$ cat src/design/tphi_pkg.sv
package tphi_pkg;

  localparam int DEF_HISTORY_DEPTH = 64;

  localparam int TIME_W = 48;
  localparam int POS_W  = 19;
  localparam int ANG_W  = 18;

  // angle constants, 1/128 degree
  localparam int HALF_TURN = 23040;
  localparam int FULL_TURN = 46080;

  localparam int POS_MIN = -262144;
  localparam int POS_MAX = 262143;
  localparam int ANG_MIN = -115200;
  localparam int ANG_MAX = 115199;

  // input action codes
  localparam logic ACT_ADD   = 1'b0;
  localparam logic ACT_QUERY = 1'b1;

  // read address select
  localparam logic [1:0] RD_OLDEST = 2'd0;
  localparam logic [1:0] RD_NEWEST = 2'd1;
  localparam logic [1:0] RD_NEXT1  = 2'd2;
  localparam logic [1:0] RD_NEXT2  = 2'd3;

  // interpolation lanes
  localparam logic [1:0] LANE_X   = 2'd0;
  localparam logic [1:0] LANE_Y   = 2'd1;
  localparam logic [1:0] LANE_HDG = 2'd2;
  localparam logic [1:0] LANE_TUR = 2'd3;

  typedef struct packed {
    logic [TIME_W-1:0] ts;
    logic [POS_W-1:0]  x;
    logic [POS_W-1:0]  y;
    logic [ANG_W-1:0]  hdg;
    logic [ANG_W-1:0]  tur;
  } entry_t;

  localparam int ENTRY_W = $bits(entry_t);

  typedef struct packed {
    logic       wr;
    logic       latch_t;
    logic       k_clr;
    logic       k_inc;
    logic       rd;
    logic [1:0] rd_sel;
    logic       ld_zero;
    logic       ld_a_rd;
    logic       ld_b_rd;
    logic       ld_ab_last;
    logic       ld_last;
    logic       f_clr;
    logic       f_one;
    logic       div_init;
    logic       div_step;
    logic       ld_diff;
    logic       ld_prod;
    logic       ld_res;
    logic [1:0] lane;
  } cmd_t;

  typedef struct packed {
    logic cnt_zero;
    logic cnt_one;
    logic t_le_rd;
    logic t_ge_rd;
    logic bracket;
    logic scan_end;
    logic den_zero;
    logic num_ge;
  } status_t;

endpackage

$ cat src/design/tphi_ctrl.sv
module tphi_ctrl
  import tphi_pkg::*;
(
  input  logic    clk_i,
  input  logic    rst_ni,
  input  logic    start,
  input  logic    action_i,
  input  status_t status_i,
  output cmd_t    cmd_o,
  output logic    busy_o,
  output logic    done_o
);

  localparam logic [3:0] S_IDLE     = 4'd0;
  localparam logic [3:0] S_RD_FIRST = 4'd1;
  localparam logic [3:0] S_RD_LAST  = 4'd2;
  localparam logic [3:0] S_SCAN     = 4'd3;
  localparam logic [3:0] S_DIV_INIT = 4'd4;
  localparam logic [3:0] S_DIV_CHK  = 4'd5;
  localparam logic [3:0] S_DIV_STEP = 4'd6;
  localparam logic [3:0] S_L_DIFF   = 4'd7;
  localparam logic [3:0] S_L_MUL    = 4'd8;
  localparam logic [3:0] S_L_ADD    = 4'd9;
  localparam logic [3:0] S_DONE     = 4'd10;

  logic [3:0] state_q, state_d;
  logic [3:0] cnt_q, cnt_d;

  always_ff @(posedge clk_i or negedge rst_ni) begin
    if (!rst_ni) begin
      state_q <= S_IDLE;
      cnt_q   <= '0;
    end else begin
      state_q <= state_d;
      cnt_q   <= cnt_d;
    end
  end

  always_comb begin
    state_d = state_q;
    cnt_d   = cnt_q;
    cmd_o   = '0;
    cmd_o.lane = cnt_q[1:0];
    case (state_q)
      S_IDLE: begin
        if (start) begin
          if (action_i == ACT_ADD) begin
            cmd_o.wr = 1'b1;
          end else begin
            cmd_o.latch_t = 1'b1;
            cmd_o.k_clr   = 1'b1;
            cnt_d         = '0;
            if (status_i.cnt_zero) begin
              cmd_o.ld_zero = 1'b1;
              cmd_o.f_clr   = 1'b1;
              state_d       = S_L_DIFF;
            end else begin
              cmd_o.rd     = 1'b1;
              cmd_o.rd_sel = RD_OLDEST;
              state_d      = S_RD_FIRST;
            end
          end
        end
      end
      S_RD_FIRST: begin
        cmd_o.ld_a_rd = 1'b1;
        cmd_o.ld_b_rd = 1'b1;
        cmd_o.f_clr   = 1'b1;
        if (status_i.cnt_one || status_i.t_le_rd) begin
          state_d = S_L_DIFF;
        end else begin
          cmd_o.rd     = 1'b1;
          cmd_o.rd_sel = RD_NEWEST;
          state_d      = S_RD_LAST;
        end
      end
      S_RD_LAST: begin
        cmd_o.ld_last = 1'b1;
        if (status_i.t_ge_rd) begin
          cmd_o.ld_a_rd = 1'b1;
          cmd_o.ld_b_rd = 1'b1;
          state_d       = S_L_DIFF;
        end else begin
          cmd_o.rd     = 1'b1;
          cmd_o.rd_sel = RD_NEXT1;
          state_d      = S_SCAN;
        end
      end
      S_SCAN: begin
        if (status_i.bracket) begin
          cmd_o.ld_b_rd = 1'b1;
          state_d       = S_DIV_INIT;
        end else if (status_i.scan_end) begin
          cmd_o.ld_ab_last = 1'b1;
          cmd_o.f_clr      = 1'b1;
          state_d          = S_L_DIFF;
        end else begin
          cmd_o.ld_a_rd = 1'b1;
          cmd_o.k_inc   = 1'b1;
          cmd_o.rd      = 1'b1;
          cmd_o.rd_sel  = RD_NEXT2;
        end
      end
      S_DIV_INIT: begin
        cmd_o.div_init = 1'b1;
        state_d        = S_DIV_CHK;
      end
      S_DIV_CHK: begin
        cnt_d = '0;
        if (status_i.den_zero) begin
          cmd_o.f_clr = 1'b1;
          state_d     = S_L_DIFF;
        end else if (status_i.num_ge) begin
          cmd_o.f_one = 1'b1;
          state_d     = S_L_DIFF;
        end else begin
          state_d = S_DIV_STEP;
        end
      end
      S_DIV_STEP: begin
        cmd_o.div_step = 1'b1;
        cnt_d          = cnt_q + 4'd1;
        if (cnt_q == 4'd15) begin
          state_d = S_L_DIFF;
        end
      end
      S_L_DIFF: begin
        cmd_o.ld_diff = 1'b1;
        state_d       = S_L_MUL;
      end
      S_L_MUL: begin
        cmd_o.ld_prod = 1'b1;
        state_d       = S_L_ADD;
      end
      S_L_ADD: begin
        cmd_o.ld_res = 1'b1;
        cnt_d        = cnt_q + 4'd1;
        if (cnt_q[1:0] == LANE_TUR) begin
          state_d = S_DONE;
        end else begin
          state_d = S_L_DIFF;
        end
      end
      S_DONE: begin
        state_d = S_IDLE;
      end
      default: begin
        state_d = S_IDLE;
      end
    endcase
  end

  assign busy_o = (state_q != S_IDLE);
  assign done_o = (state_q == S_DONE);

endmodule

$ cat config.mk
export PLATFORM = sky130hd
export DESIGN_NAME = tphi_ctrl
export DESIGN_NICKNAME = d
export VERILOG_FILES = /design/src/design/tphi_pkg.sv /design/src/design/tphi_ctrl.sv
export SDC_FILE = /design/constraint.sdc
export NUM_CORES = 1
export LEC_CHECK = 0
export ABC_AREA = 1
export ABC_CLOCK_PERIOD_IN_PS = 3850
export BUFFER_PORTS_ARGS = -buffer_cell sky130_fd_sc_hd__buf_2
export CAP_MARGIN = 10
export CORE_MARGIN = 2
export CORE_UTILIZATION = 52
export CTS_BUF_LIST = sky130_fd_sc_hd__clkbuf_4 sky130_fd_sc_hd__clkbuf_8
export DETAILED_ROUTE_END_ITERATION = 8
export MAX_ROUTING_LAYER = met4
export PLACE_DENSITY_LB_ADDON = 0.12
export RECOVER_POWER = 50
export SYNTH_ARGS = -nofsm -noshare
export SYNTH_HDL_FRONTEND = slang
export SYNTH_SLANG_ARGS = --single-unit
$ cat constraint.sdc
create_clock -name clk_i -period 3.85 [get_ports clk_i]
set_input_delay 0.77 -clock clk_i [delete_from_list [all_inputs] [get_ports clk_i]]
set_output_delay 0.77 -clock clk_i [all_outputs]
set_load 0.05 [all_outputs]
==> summary.md <==
| Metric | Value |
|---|---|
| Outcome | completed |
| CTS clock-pin slew for the worst setup and hold paths | 60 ps |
| Routability cong. | 0.830 |
| Synthesis Warnings | 0 |
| Worst Path Required | 3080 ps |
| Via density | 4.97 |
| Vias after detailed routing | 869 |
| WP buf/inv | 3 |
| Final ANT Viol Nets | 0 |
| Clk buf depth | 2 |
| Core outline area | 1350 um^2 |
| Delay-heaviest family, CP | simple AND/OR/NAND/NOR gates |
| Final setup vio count | 0 |
| Fraction of registers with async set or reset after synthesis | 1.00 |
| Synth top area share | 0.257 |
| Post-cts resize count | 0 |
| Sequential share of the synthesized area | 0.257 |
| Inst Count DP | 172 |
| RSZ-0062 raised after global routing | no |
| Initial core utilization | 0.576 |
| Clk_skew | 5.56 ps |
| Synth cell count leaders | 35 x nand2_1, 21 x inv_1, 14 x nor2_1, 13 x nand3_1, 8 x dfrtp_1 |
| Startpoint types | flop |
| GRT Resource Usage Total | 0.232 |
| Worst-path maximum fanout | 7 |
| Slew @ Worst Pin | 590 ps |
| Net count, final | 175 |
| Setup_tns | 0 ps |
| Hold crit path type | input port to asynchronous set/reset pin |
| M2 GR Usage | 0.400 |
| DR WL/cell | 10.5 um |
| Hold slack | 422 ps |
| Seq cells post-synth | 8 |
| H-tree levels | 1 |
| I/O pin count | 35 |
| Die Wd | 42.7 um |
| Pre-CTS setup slack | 1420 ps |
| Post-layout util | 0.695 |
| Clk_lat worst skew | 250 ps |
| Detailed Place HPWL | 1570 um |
| Final std cells w/o fill | 175 |
| Grt total ovfl | 0 |
| Rel. slew slack | 0.608 |
| Total CTS buffers | 3 |
| Worst setup margin | 1260 ps |
| Mapped Nets | 139 |
| Critical path cell sequence | inv_1 -> nor2_1 -> nand2_1 -> inv_1 -> nand2_1 -> nand2_1 -> buf_2 |
| Peak Freq | 386 MHz |
| P per Cell Area | 1010 nW/um^2 |
| GR peak layer | met2 |
| Area after DPL | 945 um^2 |
| Slowest stage delay, CP | 420 ps |
| Synth unique cells | 23 |
| Crit path capture type | primary output |
| Drc violations | 0 |
| First-pass GRT wire length | 3120 um |
| Overall Power | 0.945 mW |
| CTS tree | done |
| # port buffers | 34 |
| Max Cap Viol | 0 |
| Post-Syn Area | 778 um^2 |
| LEAKAGE | 0.647 nW |
| Number of synthesized flops with an enable pin | 0 |
| Mapped Avg Cell Area | 6.18 um^2 |
| Clock sinks | 8 |
| GRT met1 Usage | 0.264 |
| Arr. time, crit path | 1820 ps |
| Pre-antenna DRT Iters | 3 |
| GR Layer Usage met3 | 0.0255 |
| Post-CTS Hold Fix Bufs | 0 |
| Final Hold Vio Count | 0 |
| Post-route cell area | 938 um^2 |
| Worst vdd ir | 0.645 mV |
| Fraction of layout cells with a size suffix above 1 | 0.294 |
| Root Driver | clkbuf_4 |
| Post-CTS setup buffer count | 0 |
| Most numerous cell in the Yosys netlist | nand2_1 |
| Synth Flop Type | dfrtp_1 |
| Rows | 13 |
| Routed WL | 1840 um |
| Mapped Cells | 126 |
| Initial antenna violation count | 0 |
| Largest net degree at the start of global routing | 10 |
| Final Max Tran Viols | 0 |
| Minimum clock period | 2590 ps |
| Layout area overhead | 20.6% |
| Critical path class | flop to primary output |
| Area leader, netlist | dfrtp_1 |
| Top post-synthesis cells by area | dfrtp_1 26%, nand2_1 17%, inv_1 10% |
| Crit-path slowest cell | dfrtp_1 |
| Vias in the first global route | 758 |
| Die area | 1820 um^2 |
| Die Ht | 42.7 um |
| Starting DRT DRC Count | 6 |
| Fin crit share | 0.673 |
| Crit path top cell by count | nand2_1 |
| Ant. Diodes | 0 |
==> where the power goes <==
part / internal [mW] / leakage [nW] / switching (mW)
clock: 0.0357 / 0.0138 / 0.0283
sequential: 0.121 / 0.103 / 0.0467
combinational: 0.175 / 0.529 / 0.538
total: 0.332 / 0.647 / 0.613
==> state kept, by name, indices dropped and copies added (netlist names) <==
signal   cells
state_q      4
cnt_q        4
==> cell type report <==
cell class | count | area [um^2]
multi-input cells | 88 | 430
fillers | 143 | 412
flip-flops and latches | 8 | 200
repair buffers | 34 | 165
inverters | 27 | 101
clock buffers | 3 | 22.5
well taps | 15 | 18.8
==> layout by cell type, fill, tap and decap left out <==
master | Yosys | layout
o211ai_1 | 1 | 1
o21ai_1 | 3 | 2
nor2_1 | 14 | 16
nor2_4 | 4 | 2
inv_1 | 21 | 22
nand3_2 | 1 | 1
o2111ai_1 | 1 | 1
ha_1 | 1 | 1
nand2_1 | 35 | 36
nor2_2 | 2 | 2
o21ai_2 | 1 | 1
nand2_2 | 3 | 2
o22ai_1 | 0 | 1
o21ai_0 | 2 | 3
nand3_1 | 13 | 13
dfrtp_1 | 8 | 8
a21oi_1 | 2 | 2
nor3b_1 | 1 | 1
clkbuf_4 | 0 | 3
nor3_1 | 1 | 1
nand4_2 | 1 | 1
clkbuf_1 | 0 | 4
buf_2 | 0 | 30
inv_2 | 6 | 5
xor2_1 | 1 | 1
==> final timing paths <==
check / cells past startpoint / end / start / slack, ps
max: 7 / cmd_o[14] / state_q[0] / 1260
min: 1 / cnt_q[3] / rst_ni / 420
max reg2reg: 7 / cnt_q[0] / state_q[0] / 2220
min reg2reg: 2 / cnt_q[2] / cnt_q[2] / 580
max in group asynchronous: 1 / state_q[0] / rst_ni / 3120
min in group clk_i: 2 / cnt_q[2] / cnt_q[2] / 580
==> metal layers <==
| layer | part of all wire | vias to the layer above | routed length [um] |
|---|---|---|---|
| met2 | 0.52 | 15 | 955 |
| met5 | 0 | - | 0 |
| met4 | 0.017 | 0 | 31 |
| met1 | 0.43 | 394 | 798 |
| met3 | 0.029 | 4 | 53 |
| li1 | - | 456 | - |
==> logic make-up (layout without fill, tap and decap cells) <==
family                     Yosys count  after routing  share of synthesized area
AOI/OAI and AO/OA                   11             11                     0.0932
xor gates and xnor gates             1              1                     0.0113
adders and majority gates            1              1                     0.0161
buffers and inverters               30             64                      0.159
DFF                                  8              8                      0.257
and+or+nand+nor                     75             75                      0.463
(Power assumes the default switching activity.)
